==> src/design/lmhfs_pkg.sv <==
package lmhfs_pkg;

	localparam int FRAME_PIXELS_DEF = 524288;
	localparam int QUEUE_DEPTH      = 4;
	localparam int CFG_IW           = 2;

	localparam logic [CFG_IW-1:0] REG_COLOR_MODE = 2'd0;
	localparam logic [CFG_IW-1:0] REG_HOLD       = 2'd1;

	// one pixel operation as it travels from front to back
	typedef struct packed {
		logic [7:0] y;
		logic [7:0] u;
		logic [7:0] v;
		logic       fresh;
		logic       color;
		logic       last;
	} pix_word_t;

endpackage

==> src/design/lmhfs_front.sv <==
module lmhfs_front import lmhfs_pkg::*; #(
	parameter int FRAME_PIXELS = FRAME_PIXELS_DEF,
	localparam int AW = $clog2(FRAME_PIXELS)
) (
	input  logic              clk,
	input  logic              arst_n,
	input  logic              cfg_valid,
	output logic              cfg_ready,
	input  logic [CFG_IW-1:0] cfg_index,
	input  logic              cfg_data,
	input  logic              in_valid,
	output logic              in_ready,
	input  logic              mode,
	input  logic [7:0]        pix_y,
	input  logic [7:0]        pix_u,
	input  logic [7:0]        pix_v,
	input  logic              frame_end,
	output logic              push_en,
	input  logic              push_ready,
	output logic [AW-1:0]     push_addr,
	output pix_word_t         push_word
);

	logic          color_mode_q;
	logic          hold_q;
	logic          fresh_q;
	logic [AW-1:0] addr_q;
	logic          accept;
	logic          wrap;

	assign cfg_ready = 1'b1;
	assign in_ready  = push_ready;
	assign accept    = in_valid && in_ready;
	assign push_en   = accept && !mode && !hold_q;
	assign wrap      = frame_end || (addr_q == AW'(FRAME_PIXELS - 1));

	assign push_addr       = addr_q;
	assign push_word.y     = pix_y;
	assign push_word.u     = pix_u;
	assign push_word.v     = pix_v;
	assign push_word.fresh = fresh_q;
	assign push_word.color = color_mode_q;
	assign push_word.last  = frame_end;

	always_ff @(posedge clk or negedge arst_n) begin
		if (!arst_n) begin
			color_mode_q <= 1'b0;
			hold_q       <= 1'b0;
		end else if (cfg_valid) begin
			case (cfg_index)
				REG_COLOR_MODE: color_mode_q <= cfg_data;
				REG_HOLD:       hold_q       <= cfg_data;
				default: ;
			endcase
		end
	end

	always_ff @(posedge clk or negedge arst_n) begin
		if (!arst_n) begin
			fresh_q <= 1'b1;
			addr_q  <= '0;
		end else if (accept && mode) begin
			fresh_q <= 1'b1;
			addr_q  <= '0;
		end else if (push_en) begin
			if (wrap) begin
				fresh_q <= 1'b0;
				addr_q  <= '0;
			end else begin
				addr_q <= addr_q + AW'(1);
			end
		end
	end

endmodule

==> config.mk <==
export PLATFORM = sky130hd
export DESIGN_NAME = lmhfs_front
export DESIGN_NICKNAME = d
export VERILOG_FILES = /design/src/design/lmhfs_pkg.sv /design/src/design/lmhfs_front.sv
export SDC_FILE = /design/constraint.sdc
export NUM_CORES = 1
export LEC_CHECK = 0
export BUFFER_PORTS_ARGS = -buffer_cell sky130_fd_sc_hd__clkbuf_2
export CORE_MARGIN = 1
export CORE_UTILIZATION = 44
export CTS_CLUSTER_DIAMETER = 60
export DETAILED_ROUTE_END_ITERATION = 7
export MAX_ROUTING_LAYER = met4
export PLACE_DENSITY = 0.82
export SLEW_MARGIN = 15
export SYNTH_ARGS = -nofsm -noshare
export SYNTH_HDL_FRONTEND = slang
export SYNTH_SLANG_ARGS = --single-unit
export TNS_END_PERCENT = 100
==> constraint.sdc <==
create_clock -name clk -period 2.1 [get_ports clk]
set_clock_uncertainty 0.05 [all_clocks]
set_input_delay 0.21 -clock clk [delete_from_list [all_inputs] [get_ports clk]]
set_output_delay 0.21 -clock clk [all_outputs]
set_load 0.01 [all_outputs]
# Word level (Yosys, flattened, before mapping)
# Cells that the tools add are included.
[classes] mux=6 eq_ne=2 add_sub_neg=1 n_reduce_logical=13
[op_table] operator="2-to-1 mux 19 bit" n=3
[op_table] operator="adder 19 x 1 -> 19 bit, second input constant" n=1
[op_table] operator="== test 19 bit, second input constant" n=1
[op_table] operator="AND reduction 2 bit" n=3
[op_table] operator="logical AND 1 bit" n=4
[op_table] operator="nonzero test 2 bit" n=2
[op_table] operator="2-to-1 mux 1 bit" n=3
[op_table] operator="== test 2 x 1 -> 1 bit, second input constant" n=1
[op_table] operator="zero test 1 bit" n=2
[op_table] operator="zero test 2 bit" n=1
[op_table] operator="logical OR 1 bit" n=1
[totals] input_bits=34 reg_bits=22 output_inout_bits=49

# Logic depth before layout (Yosys ltp)
[depth] ltp_word=5 depth_mapped=6

# Least setup slack after synthesis
# OpenSTA, ideal clock, no wires.
[synth_path] kind="reg-to-reg" from="register addr_q[6] (netlist: push_addr[6])" to="register addr_q[10] (netlist: push_addr[10])" setup_slack_ps=153 path_stages_with_launch=7 period_less_slack_ps=1947 arrival_ps=1756 n_path_buf=2 setup_ps=141 path_cell_list="dfrtp_1 nand4_2 or3_1 buf_6 o31ai_4 buf_6 a22oi_1"
[synth_between] elab_chain_cells=5 word_cells_on_any_way=6
[synth_rtl] item="start: declaration" line="lmhfs_front.sv:27" rtl="logic [AW-1:0] addr_q;"
[synth_rtl] item="start signal: assignment" line="lmhfs_front.sv:70" rtl="addr_q <= addr_q + AW'(1);"
[synth_rtl] item="branches (longest 2 deep; another with adder 19 x 1 -> 19 bit)"
[synth_rtl] item="2-to-1 mux 19 bit (*)" line="lmhfs_front.sv:66" rtl="if (wrap) begin"
[synth_rtl] item="2-to-1 mux 19 bit (*)" line="lmhfs_front.sv:65" rtl="end else if (push_en) begin"
[synth_rtl] item="2-to-1 mux 19 bit (*)" line="lmhfs_front.sv:62" rtl="end else if (accept && mode) begin"
# Mark *: on every way between the ends. The select of a mux whose other input is x is not followed.
# A chain may end at the register's enable or synchronous reset.

# Worst setup path after layout
[layout_path] from="register addr_q[5] (netlist: push_addr[5])" to="register addr_q[3] (netlist: push_addr[3])"
[layout_between] elab_chain_cells=5
[layout_rtl] item="== test 19 bit" line="lmhfs_front.sv:35" rtl="assign wrap = frame_end || (addr_q == AW'(FRAME_PIXELS - 1));"
[layout_rtl] item="logical OR 1 bit" line="lmhfs_front.sv:35"
[layout_rtl] item="2-to-1 mux 19 bit" line="lmhfs_front.sv:66"
[layout_rtl] item="2-to-1 mux 19 bit" line="lmhfs_front.sv:65"
[layout_rtl] item="2-to-1 mux 19 bit" line="lmhfs_front.sv:62"
# Every way passes these cells. The select of a mux whose other input is x is not followed.

==> insert_results.sql <==
INSERT INTO impl_metrics (metric_group, metric, value, unit) VALUES
('logic_synthesis', 'netlist.top_cell.by_area', 'dfrtp_1', ''),
('sta', 'post-route-min-period', '1.96', 'ns'),
('global_route', 'number_of_global_route_vias_before_repair', '1143', ''),
('final_layout', 'drive_gt1_share', '32.3', '%'),
('global_route', 'grt.total_usage', '19.1', '%'),
('setup_path', 'startpoint_class', 'flip-flop', ''),
('final_layout', 'fillers', '302', ''),
('logic_synthesis', 'synthDominantCellAreaShare', '35.7', '%'),
('global_route', 'overflow_after_grt', '0', ''),
('routing', 'ant_nets', '0', ''),
('placement', 'place.gp.congestion', '0.780', ''),
('setup_path', 'end_kind', 'flip-flop', ''),
('status', 'status', 'complete, no violations', ''),
('die', 'io_pins', '83', ''),
('min_path', 'timing.hold.worst.class', 'in -> reg', ''),
('power_and_ir_drop', 'cellLeakagePower', '0.000713', 'uW'),
('logic_synthesis', 'flip_flop_and_latch_count_after_synthesis', '22', ''),
('sta', 'max-slew-margin-rel', '64.1', '%'),
('sta', 'timing.final.crit_share', '93.4', '%'),
('logic_synthesis', 'ys.warnings.count', '0', ''),
('die', 'floorplan.core_area', '0.00310', 'mm2'),
('sta', 'fmax', '0.510', 'GHz'),
('setup_path', 'crit_path_max_fanout', '14', ''),
('routing', 'initialDrtViolationCount', '44', ''),
('routing', 'wirelength', '3010', 'um'),
('setup_path', 'required', '2.23', 'ns'),
('final_layout', 'syn2layout_area_growth', '3.99', '%'),
('setup_path', 'timing.critical_path.arrival', '2.09', 'ns'),
('run', 'drv.max_cap_violation_count', '0', ''),
('global_route', 'grt_pass1_wl', '5030', 'um'),
('logic_synthesis', 'ys_types', '42', ''),
('clock_network', 'cts_hold_buf', '1', ''),
('sta', 'worst_pin_slew', '0.539', 'ns'),
('setup_path', 'critical_path_class', 'reg -> reg', ''),
('final_layout', 'n_antenna_cell', '0', ''),
('placement', 'place.port_buffers', '33', ''),
('global_route', 'grt_antenna_before_repair', '0', ''),
('placement', 'place.detailed.hpwl', '2140', 'um'),
('final_layout', 'sequential_cell_area', '552', 'um2'),
('logic_synthesis', 'syn_avg_cell_area', '9.27', 'um2'),
('global_route', 'largest_net_degree_at_the_start_of_global_routing', '23', ''),
('routing', 'drc_errors', '0', ''),
('die', 'die_x', '59.9', 'um'),
('clock_network', 'tritoncts_clock_tree', 'built', ''),
('clock_network', 'cts.clk_slew.worst_paths', '0.14', 'ns'),
('power_and_ir_drop', 'vdd_drop_max', '0.349', 'mV'),
('setup_path', 'critical-path-max-stage-delay', '0.54', 'ns'),
('sta', 'final-setup-viol-count', '0', ''),
('final_layout', 'finalNetCount', '203', ''),
('clock_network', 'clock_path_buffers', '2', ''),
('routing', 'routed-via-count', '1251', ''),
('logic_synthesis', 'synth_async_reset_ratio', '100', '%'),
('routing', 'via_per_inst', '5.93', ''),
('clock_network', 'post_cts_buffers', '0', ''),
('clock_network', 'numClockSinks', '22', ''),
('sta', 'final-hold-violation-count', '0', ''),
('power_and_ir_drop', 'power.density', '611', 'mW/mm2'),
('setup_path', 'r2r_slack', '0.14', 'ns'),
('logic_synthesis', 'number_of_enable_flip_flop_cells_after_synthesis', '0', ''),
('clock_network', 'cts_resized', '0', ''),
('logic_synthesis', 'ys_seq_area_share', '37.4', '%'),
('clock_network', 'clock_latency', '0.32', 'ns'),
('sta', 'max_slew_vio_count', '0', ''),
('clock_network', 'cts_buffers', '3', ''),
('logic_synthesis', 'yosys-top-cells-area', 'dfrtp_1, buf_4, a22oi_1', ''),
('sta', 'fin_setup_tns', '0', 'ns'),
('clock_network', 'cts.root.buffer_cell', 'clkbuf_4', ''),
('sta', 'grt_setup_unrepaired', 'false', ''),
('die', 'dieArea', '0.00359', 'mm2'),
('die', 'die_y', '59.9', 'um'),
('setup_path', 'timing.critical_path.cells', 'nand4_2 > or3_1 > o31ai_4 > buf_4 > o211ai_1', ''),
('clock_network', 'cts-htree-levels', '1', ''),
('routing', 'routed_wl_per_cell', '14.2', 'um'),
('setup_path', 'worst_path_max_delay_cell', 'or3_1', ''),
('logic_synthesis', 'ys.flop_type', 'dfrtp_1', ''),
('logic_synthesis', 'postSynthNetCount', '194', ''),
('die', 'core.rowCount', '20', ''),
('routing', 'drt_pre_antenna_iters', '4', ''),
('logic_synthesis', 'netlist_instances', '159', ''),
('final_layout', 'multi_input_area', '649', 'um2'),
('die', 'initial_utilization', '47.5', '%'),
('final_layout', 'final_core_utilization', '49.4', '%'),
('logic_synthesis', 'mappedNetlistArea', '0.00147', 'mm2');
-- cell type report --
cell class | instances | share of cell area, %
clock buffers | 3 | 1.47
clock inverters | 1 | 1.96
inverters | 3 | 0.735
multi-input cells | 99 | 42.4
flip-flops and latches | 22 | 36.0
well taps | 44 | 3.59
repair buffers | 39 | 13.9
-- cells by family after synthesis --
family / synth area share, %
fa+ha+maj: 0.849
flops: 37.4
other cells: 0.254
compound gates: 19.1
xor+xnor: 0.594
buf+inv: 18.5
mux: 1.53
simple gates: 21.7
-- Yosys cell counts (2+ instances only) --
master,count
inv_1,3
a22oi_2,2
nand2_1,16
nand3_1,4
a22oi_1,10
nor3_1,2
buf_6,2
or3_1,5
and3_1,2
o21ai_0,11
mux2_2,2
nor2_1,3
or3_2,3
a21oi_1,2
dfrtp_1,21
clkbuf_1,2
o31ai_1,7
or4_1,6
nand4_1,5
buf_4,29
-- power breakdown --
part | switching [uW] | total (uW) | internal [uW]
clock | 135 | 328 | 193
sequential | 28.9 | 477 | 448
combinational | 76.7 | 131 | 54.1
total | 240 | 936 | 696
-- path summary, 6_finish.rpt --
path	start	endpoint	depth (start not counted)
max	push_addr[5]$_DFFE_PN0P_	push_addr[3]$_DFFE_PN0P_	5
min	mode	fresh_q$_DFFE_PN1P_	3
max reg2reg	push_addr[5]$_DFFE_PN0P_	push_addr[3]$_DFFE_PN0P_	5
min reg2reg	color_mode_q$_DFFE_PN0P_	color_mode_q$_DFFE_PN0P_	1
max in group asynchronous	arst_n	push_addr[8]$_DFFE_PN0P_	2
min in group asynchronous	arst_n	push_addr[0]$_DFFE_PN0P_	2
-- registers in the layout, summed over array words and instances (netlist names) --
register,cells
hold_q,1
push_addr,19
color_mode_q,1
fresh_q,1
-- through the flow --
step | instance area (um2) | std cells | power (uW) | setup slack (ns) | hold WS, ns
6_report | 1530 | 211 | 936 | 0.139 | 0.0826
5_1_grt | 1530 | 211 | 983 | 0.00535 | 0.0834
4_1_cts | 1530 | 211 | 943 | 0.130 | 0.0735
3_5_place_dp | 1470 | 206 | 616 | 0.143 | 0.171
3_3_place_gp | 1470 | 206 | 611 | 0.189 | 0.169
2_1_floorplan | 1470 | 159 | 610 | 0.153 | -0.136
-- placed cells by master, fill, tap and decap left out, drive strengths merged, types with 2 or more instances in the layout --
master,count
clkbuf,36
o21ai,11
and3,2
mux2,2
a21oi,2
nand2,16
inv,3
nand3,4
and2,2
nand4,6
a22oi,12
or3,8
nor3,2
dfrtp,21
buf,5
nor2,3
or4,7
o31ai,8
-- critical path: cells and delay by family, from the launching register on --
kind	cells	cell delay [ns]
buffers and inverters	1	0.24
flip-flops	1	0.44
AO/OA/AOI/OAI	2	0.40
AND/OR/NAND/NOR	2	0.71
-- layer usage --
layer	part of all wire [%]	GRT usage (%)	vias up	routed length, um
li1	-	-	583	-
met1	44	23.1	608	1320
met2	48	30.5	40	1430
met3	5.4	3.90	20	162
met4	3.2	8.97	0	95
met5	0	-	-	0
(Power assumes the default switching activity.)
