`src/design/lmhfs_pkg.sv`:
```
package lmhfs_pkg;

	localparam int FRAME_PIXELS_DEF = 524288;
	localparam int QUEUE_DEPTH      = 4;
	localparam int CFG_IW           = 2;

	localparam logic [CFG_IW-1:0] REG_COLOR_MODE = 2'd0;
	localparam logic [CFG_IW-1:0] REG_HOLD       = 2'd1;

	// one pixel operation as it travels from front to back
	typedef struct packed {
		logic [7:0] y;
		logic [7:0] u;
		logic [7:0] v;
		logic       fresh;
		logic       color;
		logic       last;
	} pix_word_t;

endpackage

```
`src/design/lmhfs_queue.sv`:
```
module lmhfs_queue import lmhfs_pkg::*; #(
	parameter int AW = 19,
	localparam int QAW = $clog2(QUEUE_DEPTH)
) (
	input  logic          clk,
	input  logic          arst_n,
	input  logic          push_en,
	output logic          push_ready,
	input  logic [AW-1:0] push_addr,
	input  pix_word_t     push_word,
	output logic          q_valid,
	input  logic          pop_en,
	output logic [AW-1:0] q_addr,
	output pix_word_t     q_word
);

	logic [AW-1:0] addr_mem [QUEUE_DEPTH];
	pix_word_t     word_mem [QUEUE_DEPTH];
	logic [QAW-1:0] wr_q;
	logic [QAW-1:0] rd_q;
	logic [QAW:0]   count_q;

	assign push_ready = (count_q != (QAW+1)'(QUEUE_DEPTH));
	assign q_valid    = (count_q != '0);
	assign q_addr     = addr_mem[rd_q];
	assign q_word     = word_mem[rd_q];

	always_ff @(posedge clk) begin
		if (push_en) begin
			addr_mem[wr_q] <= push_addr;
			word_mem[wr_q] <= push_word;
		end
	end

	always_ff @(posedge clk or negedge arst_n) begin
		if (!arst_n) begin
			wr_q    <= '0;
			rd_q    <= '0;
			count_q <= '0;
		end else begin
			if (push_en)
				wr_q <= wr_q + QAW'(1);
			if (pop_en)
				rd_q <= rd_q + QAW'(1);
			case ({push_en, pop_en})
				2'b10:   count_q <= count_q + (QAW+1)'(1);
				2'b01:   count_q <= count_q - (QAW+1)'(1);
				default: count_q <= count_q;
			endcase
		end
	end

endmodule

```
`config.mk`:
```
export PLATFORM = sky130hd
export DESIGN_NAME = lmhfs_queue
export DESIGN_NICKNAME = d
export VERILOG_FILES = /design/src/design/lmhfs_pkg.sv /design/src/design/lmhfs_queue.sv
export SDC_FILE = /design/constraint.sdc
export NUM_CORES = 1
export LEC_CHECK = 0
export BUFFER_PORTS_ARGS = -buffer_cell sky130_fd_sc_hd__buf_4
export CORE_MARGIN = 2
export CORE_UTILIZATION = 57
export DETAILED_ROUTE_END_ITERATION = 16
export GPL_TIMING_DRIVEN = 0
export PLACE_DENSITY_LB_ADDON = 0.15
export SETUP_SLACK_MARGIN = 0.02
export SLEW_MARGIN = 15
export SYNTH_ARGS = -nofsm -noshare
export SYNTH_HDL_FRONTEND = slang
export SYNTH_SLANG_ARGS = --single-unit
```
`constraint.sdc`:
```
create_clock -name clk -period 2.7 [get_ports clk]
set_clock_uncertainty 0.1 [all_clocks]
set_input_delay 0.54 -clock clk [delete_from_list [all_inputs] [get_ports clk]]
set_output_delay 0.54 -clock clk [all_outputs]
set_load 0.02 [all_outputs]
```
; ---- Word-level counts from Yosys, hierarchy flattened
; Memories as Yosys holds them, arrays and structs flattened.
; Cells that the tools add are included.
[totals]
reg_bits = 7
in_bits = 50
out_inout_bits = 48
word_cells = 17
mem_bits_rw = 184
mem_count = 2
[classes]
eq_ne = 3
addsub = 4
mux = 3
n_reduce_logical = 2
[memory_table]
columns = memory, words, word_bits, read_ports, rd_ports_with_merged_regs, write_ports, line_no
row1 = word_mem, 4, 27, 1, 0, 1, lmhfs_queue.sv:18  ; pix_word_t word_mem [QUEUE_DEPTH];
row2 = addr_mem, 4, 19, 1, 0, 1, lmhfs_queue.sv:17  ; logic [AW-1:0] addr_mem [QUEUE_DEPTH];
[op_table]
columns = cell, n
row1 = case mux 3 bit (2 select lines), 1
row2 = "adder 2 x 1 -> 2 bit, second input constant", 2
row3 = "adder 3 x 1 -> 3 bit, second input constant", 1
row4 = "inequality test 3 bit, second input constant", 1
row5 = nonzero test 3 bit, 1
row6 = "subtractor 3 x 1 -> 3 bit, second input constant", 1
row7 = "equality test 2 x 1 -> 1 bit, second input constant", 1
row8 = "equality test 2 bit, second input constant", 1
row9 = two-way mux 1 bit, 2
row10 = nonzero test 2 bit, 1

; ---- Logic depth before layout (Yosys ltp)
; Gate-level depths: netlist of run 1.
[logic_depth]
depth_word = 2
mapped_depth = 7
ltp_nobuf = 7

; ---- Worst setup path after synthesis of run 1
; OpenSTA, ideal clock, no wires.
[synth_timing]
kind = register to register
from = register wr_q[0]
to = memory addr_mem[2][0], enable pin
stages_incl_launch_ff = 4
setup_time_ns = 0.408
setup_slack_ns = 0.469
required_ns = 2.192
path_buffers = 0
synth_period_minus_slack_ns = 2.231
arrival_time_ns = 1.723
cell_sequence = dfrtp_1 inv_1 ha_1 and2_1
[synth_lines]
columns = item, line_no
row1 = start: declaration, lmhfs_queue.sv:19  ; logic [QAW-1:0] wr_q;
row2 = start signal: assignment, lmhfs_queue.sv:42  ; wr_q <= wr_q + QAW'(1);
row3 = end: declaration, lmhfs_queue.sv:17
; Straight into the memory's write port.

==> flow_metrics.tcl, run 1 <==
set metrics [dict create \
    initial_core_util_pct 58.5 \
    initialDrtViolationCount 220 \
    vias 3133 \
    clk-insertion-delay-late_ns 0.42 \
    synth_fp_nets 333 \
    yosysMostFrequentCell "edfxtp_1" \
    wl_microns 11700 \
    fin_crit_sh_pct 94.9 \
    r2r_slack_ns 0.93 \
    fin_nets 450 \
    grt_pass1_vias 3303 \
    synth_area_leaders "edfxtp_1 (79%), mux4_2 (15%), dfrtp_1 (2.5%), ha_1 (0.89%), xor2_1 (0.50%)" \
    grt_usage_pct 19.0 \
    htreeDepth 4 \
    max_freq_ghz 0.390 \
    portBuffers 97 \
    diodes 0 \
    worstPathCellList "buf_8, buf_6, mux4_2, buf_4" \
    ys_ff_latch 191 \
    synthCells 277 \
    ys_async_sr_fraction_pct 3.66 \
    crit_arrival_ns 1.92 \
    powerDensity_mw_per_mm2 1120 \
    final_layout_size_suffix_gt1_share_pct 46.2 \
    path_clk_slew_ns 0.07 \
    io_pins 98 \
    die_h_microns 115 \
    root_buffer "clkbuf_16" \
    cts_buffer_depth 2 \
    gr-total-overflow 0 \
    grt_max_degree 47 \
    syn_avg_cell_area_sq_um 25.4 \
    synthDistinctLibCells 18 \
    synth_commonest_cells "edfxtp_1 (184), mux4_2 (46), dfrtp_1 (7), inv_1 (6), ha_1 (5)" \
    irDropWorstVdd_mv 0.697 \
    worstSetupPathType "reg2out" \
    required_ns 2.06 \
    ant_nets 0 \
    endpoint_kind "primary output" \
    setup_viol 0 \
    finalHoldViolations 0 \
    rsz0062_at_grt "no" \
    power_mw 9.55 \
    fp.dieArea_sq_mm 0.0132 \
    place_congestion 0.688 \
    cp-start-kind "flip-flop" \
    synth.yosys.warnings 0 \
    utilization_pct 70.9 \
    synth_edf_count 184 \
    drc 0 \
    power.leakage_nw 2.96 \
    cp_slowest_cell "mux4_2" \
    vias_per_cell 5.66 \
    fin_crit_ns 2.56 \
    hpwl_microns 6750 \
    post_cts_buffers 0 \
    dieWidth_microns 115 \
    finalMaxSlewViolations 0 \
    wl_per_cell_microns 21.0 \
    syn_area_sq_mm 0.00703 \
    crit_path_max_fanout 10 \
    synth_top_flop_cell "edfxtp_1" \
    outcome "complete, no violations" \
    syn_to_final_growth_pct 21.1 \
    clkSinkCount 191 \
    cts_tree "yes" \
    relSlewSlack_pct 51.7 \
    dr.pass1.iters 4 \
    tightest_slew_ns 0.724 \
    synth.top_cell.area_share_pct 78.6 \
    hold_class "in2reg" \
    maxCapViolations 0 \
    synth.largest_area_cell "edfxtp_1" \
    yosysSeqAreaShare_pct 81.1 \
    antenna_found_initial 0 \
    rows 40 \
    cpPeakStageDelay_ns 0.54 \
    grt_pass1_wl_microns 17700 \
    fp.coreArea_sq_mm 0.0120 \
    cts-buffers-inserted 17 \
]
==> layer usage <==
layer | GRT usage, % | vias up | wire [microns]
met1 | 24.3 | 1630 | 4810
met5 | 0 | - | 0
met3 | 5.85 | 14 | 621
li1 | - | 1398 | -
met4 | 7.63 | 0 | 163
met2 | 30.9 | 91 | 6050
==> cells in the final DEF (no fill, tap or decap), drive strengths merged <==
cell and n:
fa 1, xor2 4, clkinvlp 5, o21ai 2, buf 106, clkbuf 21, ha 5, dlygate4sd3 1
clkinv 6, mux4 46, nand2 3, nor2 1, inv 7, nand3 1, and2 4, dfrtp 7
or3 1, edfxtp 184, xnor2 2
==> kinds of logic after synthesis <==
kind of cell               count (synthesis)  share of synthesized area (%)
DFF                                      191                           81.1
buffers and inverters                     16                           1.35
muxes                                     46                           14.7
and+or+nand+nor                           10                          0.730
adders and majority gates                  6                           1.18
AOI/OAI and AO/OA                          2                          0.142
xor gates and xnor gates                   6                          0.748
==> final timing paths <==
check,start,endpoint,depth (start not counted)
hold reg to reg,count_q[0]$_DFFE_PN0P_,count_q[0]$_DFFE_PN0P_,1
setup reg to reg,wr_q[0]$_DFFE_PN0P_,addr_mem[0][13]$_DFFE_PP_,3
min in group asynchronous,arst_n,rd_q[1]$_DFFE_PN0P_,2
max in group asynchronous,arst_n,rd_q[0]$_DFFE_PN0P_,2
setup / recovery,rd_q[0]$_DFFE_PN0P_,q_word[25],4
hold / removal,push_addr[12],addr_mem[1][12]$_DFFE_PP_,1
==> per-stage QoR <==
stage               cell area, sq um  instances  TNS [ns]  hold WS (ns)  worst slack, ns
floorplan                       7030        277         0         0.144            0.469
global placement                7940        521    -75.51         0.258           -0.428
detailed placement              7950        521         0         0.259            0.498
CTS                             8500        554         0         0.195           0.0253
global route                    8510        554         0         0.196           0.0400
finish                          8510        554         0         0.210            0.137
==> layout make-up <==
type	count	area (sq um)
timing repair buffer	98	738
multi-input combinational	70	1240
sequential	191	5700
clock inverter	12	87.6
clock buffer	20	457
fill	718	3500
inverter	6	22.5
buffer	10	80.1
tap	147	184
==> sequential cells by signal (all words and copies together), names as in the netlist <==
signal / flops
addr_mem: 76
word_mem: 108
count_q: 3
wr_q: 2
rd_q: 2
==> critical path, delay by kind of cell, from the launching register on <==
kind | cells | cell delay (ns)
buf+inv | 3 | 0.56
mux | 1 | 0.54
flops | 1 | 0.40
==> where the power goes <==
part / switching (mW) / leakage [nW] / internal (mW)
logic: 1.76 / 0.936 / 1.50
registers: 0.146 / 1.77 / 3.89
clock network: 1.03 / 0.254 / 1.23
total: 2.94 / 2.96 / 6.61
==> timing repair <==
action | CTS | global route
endpoints found under the setup margin | 0 | 15
endpoints found under the hold margin | 7 | 0
hold buffers | 1 | 0
resized for setup | 0 | 3
(Power assumes the default switching activity.)
==> run 2, diff against run 1 <==
--- a/config.mk
+++ b/config.mk
@@ -5,12 +5,12 @@
 export SDC_FILE = /design/constraint.sdc
 export NUM_CORES = 1
 export LEC_CHECK = 0
-export BUFFER_PORTS_ARGS = -buffer_cell sky130_fd_sc_hd__buf_4
 export CORE_MARGIN = 2
-export CORE_UTILIZATION = 57
+export CORE_UTILIZATION = 58
 export DETAILED_ROUTE_END_ITERATION = 16
+export DONT_BUFFER_PORTS = 1
 export GPL_TIMING_DRIVEN = 0
-export PLACE_DENSITY_LB_ADDON = 0.15
+export PLACE_DENSITY = 0.83
 export SETUP_SLACK_MARGIN = 0.02
 export SLEW_MARGIN = 15
 export SYNTH_ARGS = -nofsm -noshare
==> run 2 against run 1 <==
Sequential share of layout area increased by 6.1 points. Register-to-register slack got worse by 0.03 ns. Die area decreased by 1.7%. Clock-buffer cell count decreased by 1. Cell area decreased by 8.3%. Wire length decreased by 6.4%. Global-route usage decreased by 0.48 points. First-iteration DRC count increased by 41%. Largest cell class unchanged.
==> flow_metrics.tcl, run 2 (synthesis results as in run 1) <==
set metrics [dict create \
    antenna_found_initial 0 \
    final_cell_mix "edfxtp_1 (184), mux4_2 (46), clkbuf_16 (17)" \
    vias_per_cell 6.02 \
    reg_top3 "word_mem (108), addr_mem (76), count_q (3)" \
    crit_path_frequent_cell "buf_6" \
    post_cts_resized 0 \
    fin_crit_ns 2.50 \
    fp.coreArea_sq_mm 0.0119 \
    crit_arrival_ns 1.86 \
    power.leakage_nw 2.52 \
    post_cts_buffers 0 \
    fp.dieArea_sq_mm 0.0130 \
    fin_crit_sh_pct 92.6 \
    portBuffers 0 \
    fin_nets 353 \
    initialDrtViolationCount 311 \
    setup_viol 0 \
    required_ns 2.06 \
    drc 0 \
    diodes 0 \
    worstSetupPathType "reg2out" \
    relSlewSlack_pct 52.2 \
    place_congestion 0.655 \
    initial_core_util_pct 59.0 \
    cp_top_family "multiplexers" \
    endpoint_kind "primary output" \
    cp-start-kind "flip-flop" \
    grt_usage_pct 18.5 \
    regMostFlops "word_mem" \
    hold_buffers 1 \
    cpPeakStageDelay_ns 0.61 \
    hold_class "in2reg" \
    gr-total-overflow 0 \
    wl_per_cell_microns 23.9 \
    path_clk_slew_ns 0.06 \
    max_freq_ghz 0.400 \
    grt_pass1_vias 3069 \
    grt_max_degree 47 \
    io_pins 98 \
    wl_microns 10900 \
    clkSinkCount 191 \
    irDropWorstVdd_mv 0.588 \
    outcome "complete, no violations" \
    vias 2752 \
    cts_buffer_depth 2 \
    dieWidth_microns 114 \
    ant_nets 0 \
    maxCapViolations 0 \
    setup_tns_ns 0 \
    final_common_cell "edfxtp_1" \
    grt_pass1_wl_microns 17100 \
    hpwl_microns 6170 \
    finalHoldViolations 0 \
    largest_reg_flops 108 \
    clk-insertion-delay-late_ns 0.42 \
    hold_slack_ns 0.0969 \
    worstPathCellList "buf_6, buf_6, mux4_2" \
    fin_area_sq_mm 0.00780 \
    die_h_microns 114 \
    place_area_sq_mm 0.00722 \
    cp_slowest_cell "mux4_2" \
    tightest_slew_ns 0.717 \
    cp_num_buf_inv 2 \
    final_layout_size_suffix_gt1_share_pct 28.4 \
    finalMaxSlewViolations 0 \
    crit_path_max_fanout 10 \
    htreeDepth 4 \
    cts_tree "yes" \
    dr.pass1.iters 4 \
    syn_to_final_growth_pct 11.0 \
    rsz0062_at_grt "no" \
    cts-buffers-inserted 17 \
    rows 40 \
    root_buffer "clkbuf_16" \
    powerDensity_mw_per_mm2 1150 \
]
## run 2: per-stage QoR
stage | worst slack, ns | utilization [%] | instances | power, mW
floorplan | 0.469 | - | 277 | 6.17
global placement | -0.363 | 60.5 | 424 | 6.63
detailed placement | 0.596 | 60.6 | 424 | 6.68
CTS | 0.136 | 65.5 | 457 | 9.08
global route | 0.0911 | 65.5 | 457 | 9.35
finish | 0.199 | 65.5 | 457 | 8.94
## run 2: layout make-up
cell class | count | area [sq um]
Buffer | 10 | 72.6
Clock buffer | 19 | 433
Clock inverter | 13 | 138
Fill cell | 758 | 4110
Inverter | 6 | 22.5
Multi-Input combinational cell | 70 | 1240
Sequential cell | 191 | 5700
Tap cell | 147 | 184
Timing Repair Buffer | 1 | 10.0
## run 2: power breakdown
group	internal, mW	switching [mW]
clock	1.37	1.03
combinational	0.910	1.59
sequential	3.89	0.146
total	6.17	2.77
## run 2: worst reg2reg max path, stage by stage, from the launching register on
cell     delay, ns
dfrtp_1       0.43
inv_1         0.11
ha_1          0.15
and2_4        0.62
## run 2: worst paths after layout
check / start / to / slack, ns / cells after the start
setup / recovery: rd_q[0]$_DFFE_PN0P_ / q_word[16] / 0.20 / 3
hold / removal: pop_en / rd_q[0]$_DFFE_PN0P_ / 0.1 / 1
setup reg to reg: wr_q[0]$_DFFE_PN0P_ / word_mem[2][4]$_DFFE_PP_ / 0.90 / 3
hold reg to reg: count_q[2]$_DFFE_PN0P_ / count_q[2]$_DFFE_PN0P_ / 0.40 / 1
max in group asynchronous: arst_n / rd_q[0]$_DFFE_PN0P_ / 1.91 / 1
min in group asynchronous: arst_n / count_q[2]$_DFFE_PN0P_ / 0.35 / 1
## run 2: layer usage
layer | share of wire, % | global-route usage (%) | wire length, microns
met1 | 40 | 23.1 | 4360
met2 | 49 | 27.9 | 5370
met3 | 9.0 | 8.95 | 983
met4 | 1.8 | 8.05 | 191
met5 | 0 | 0 | 0
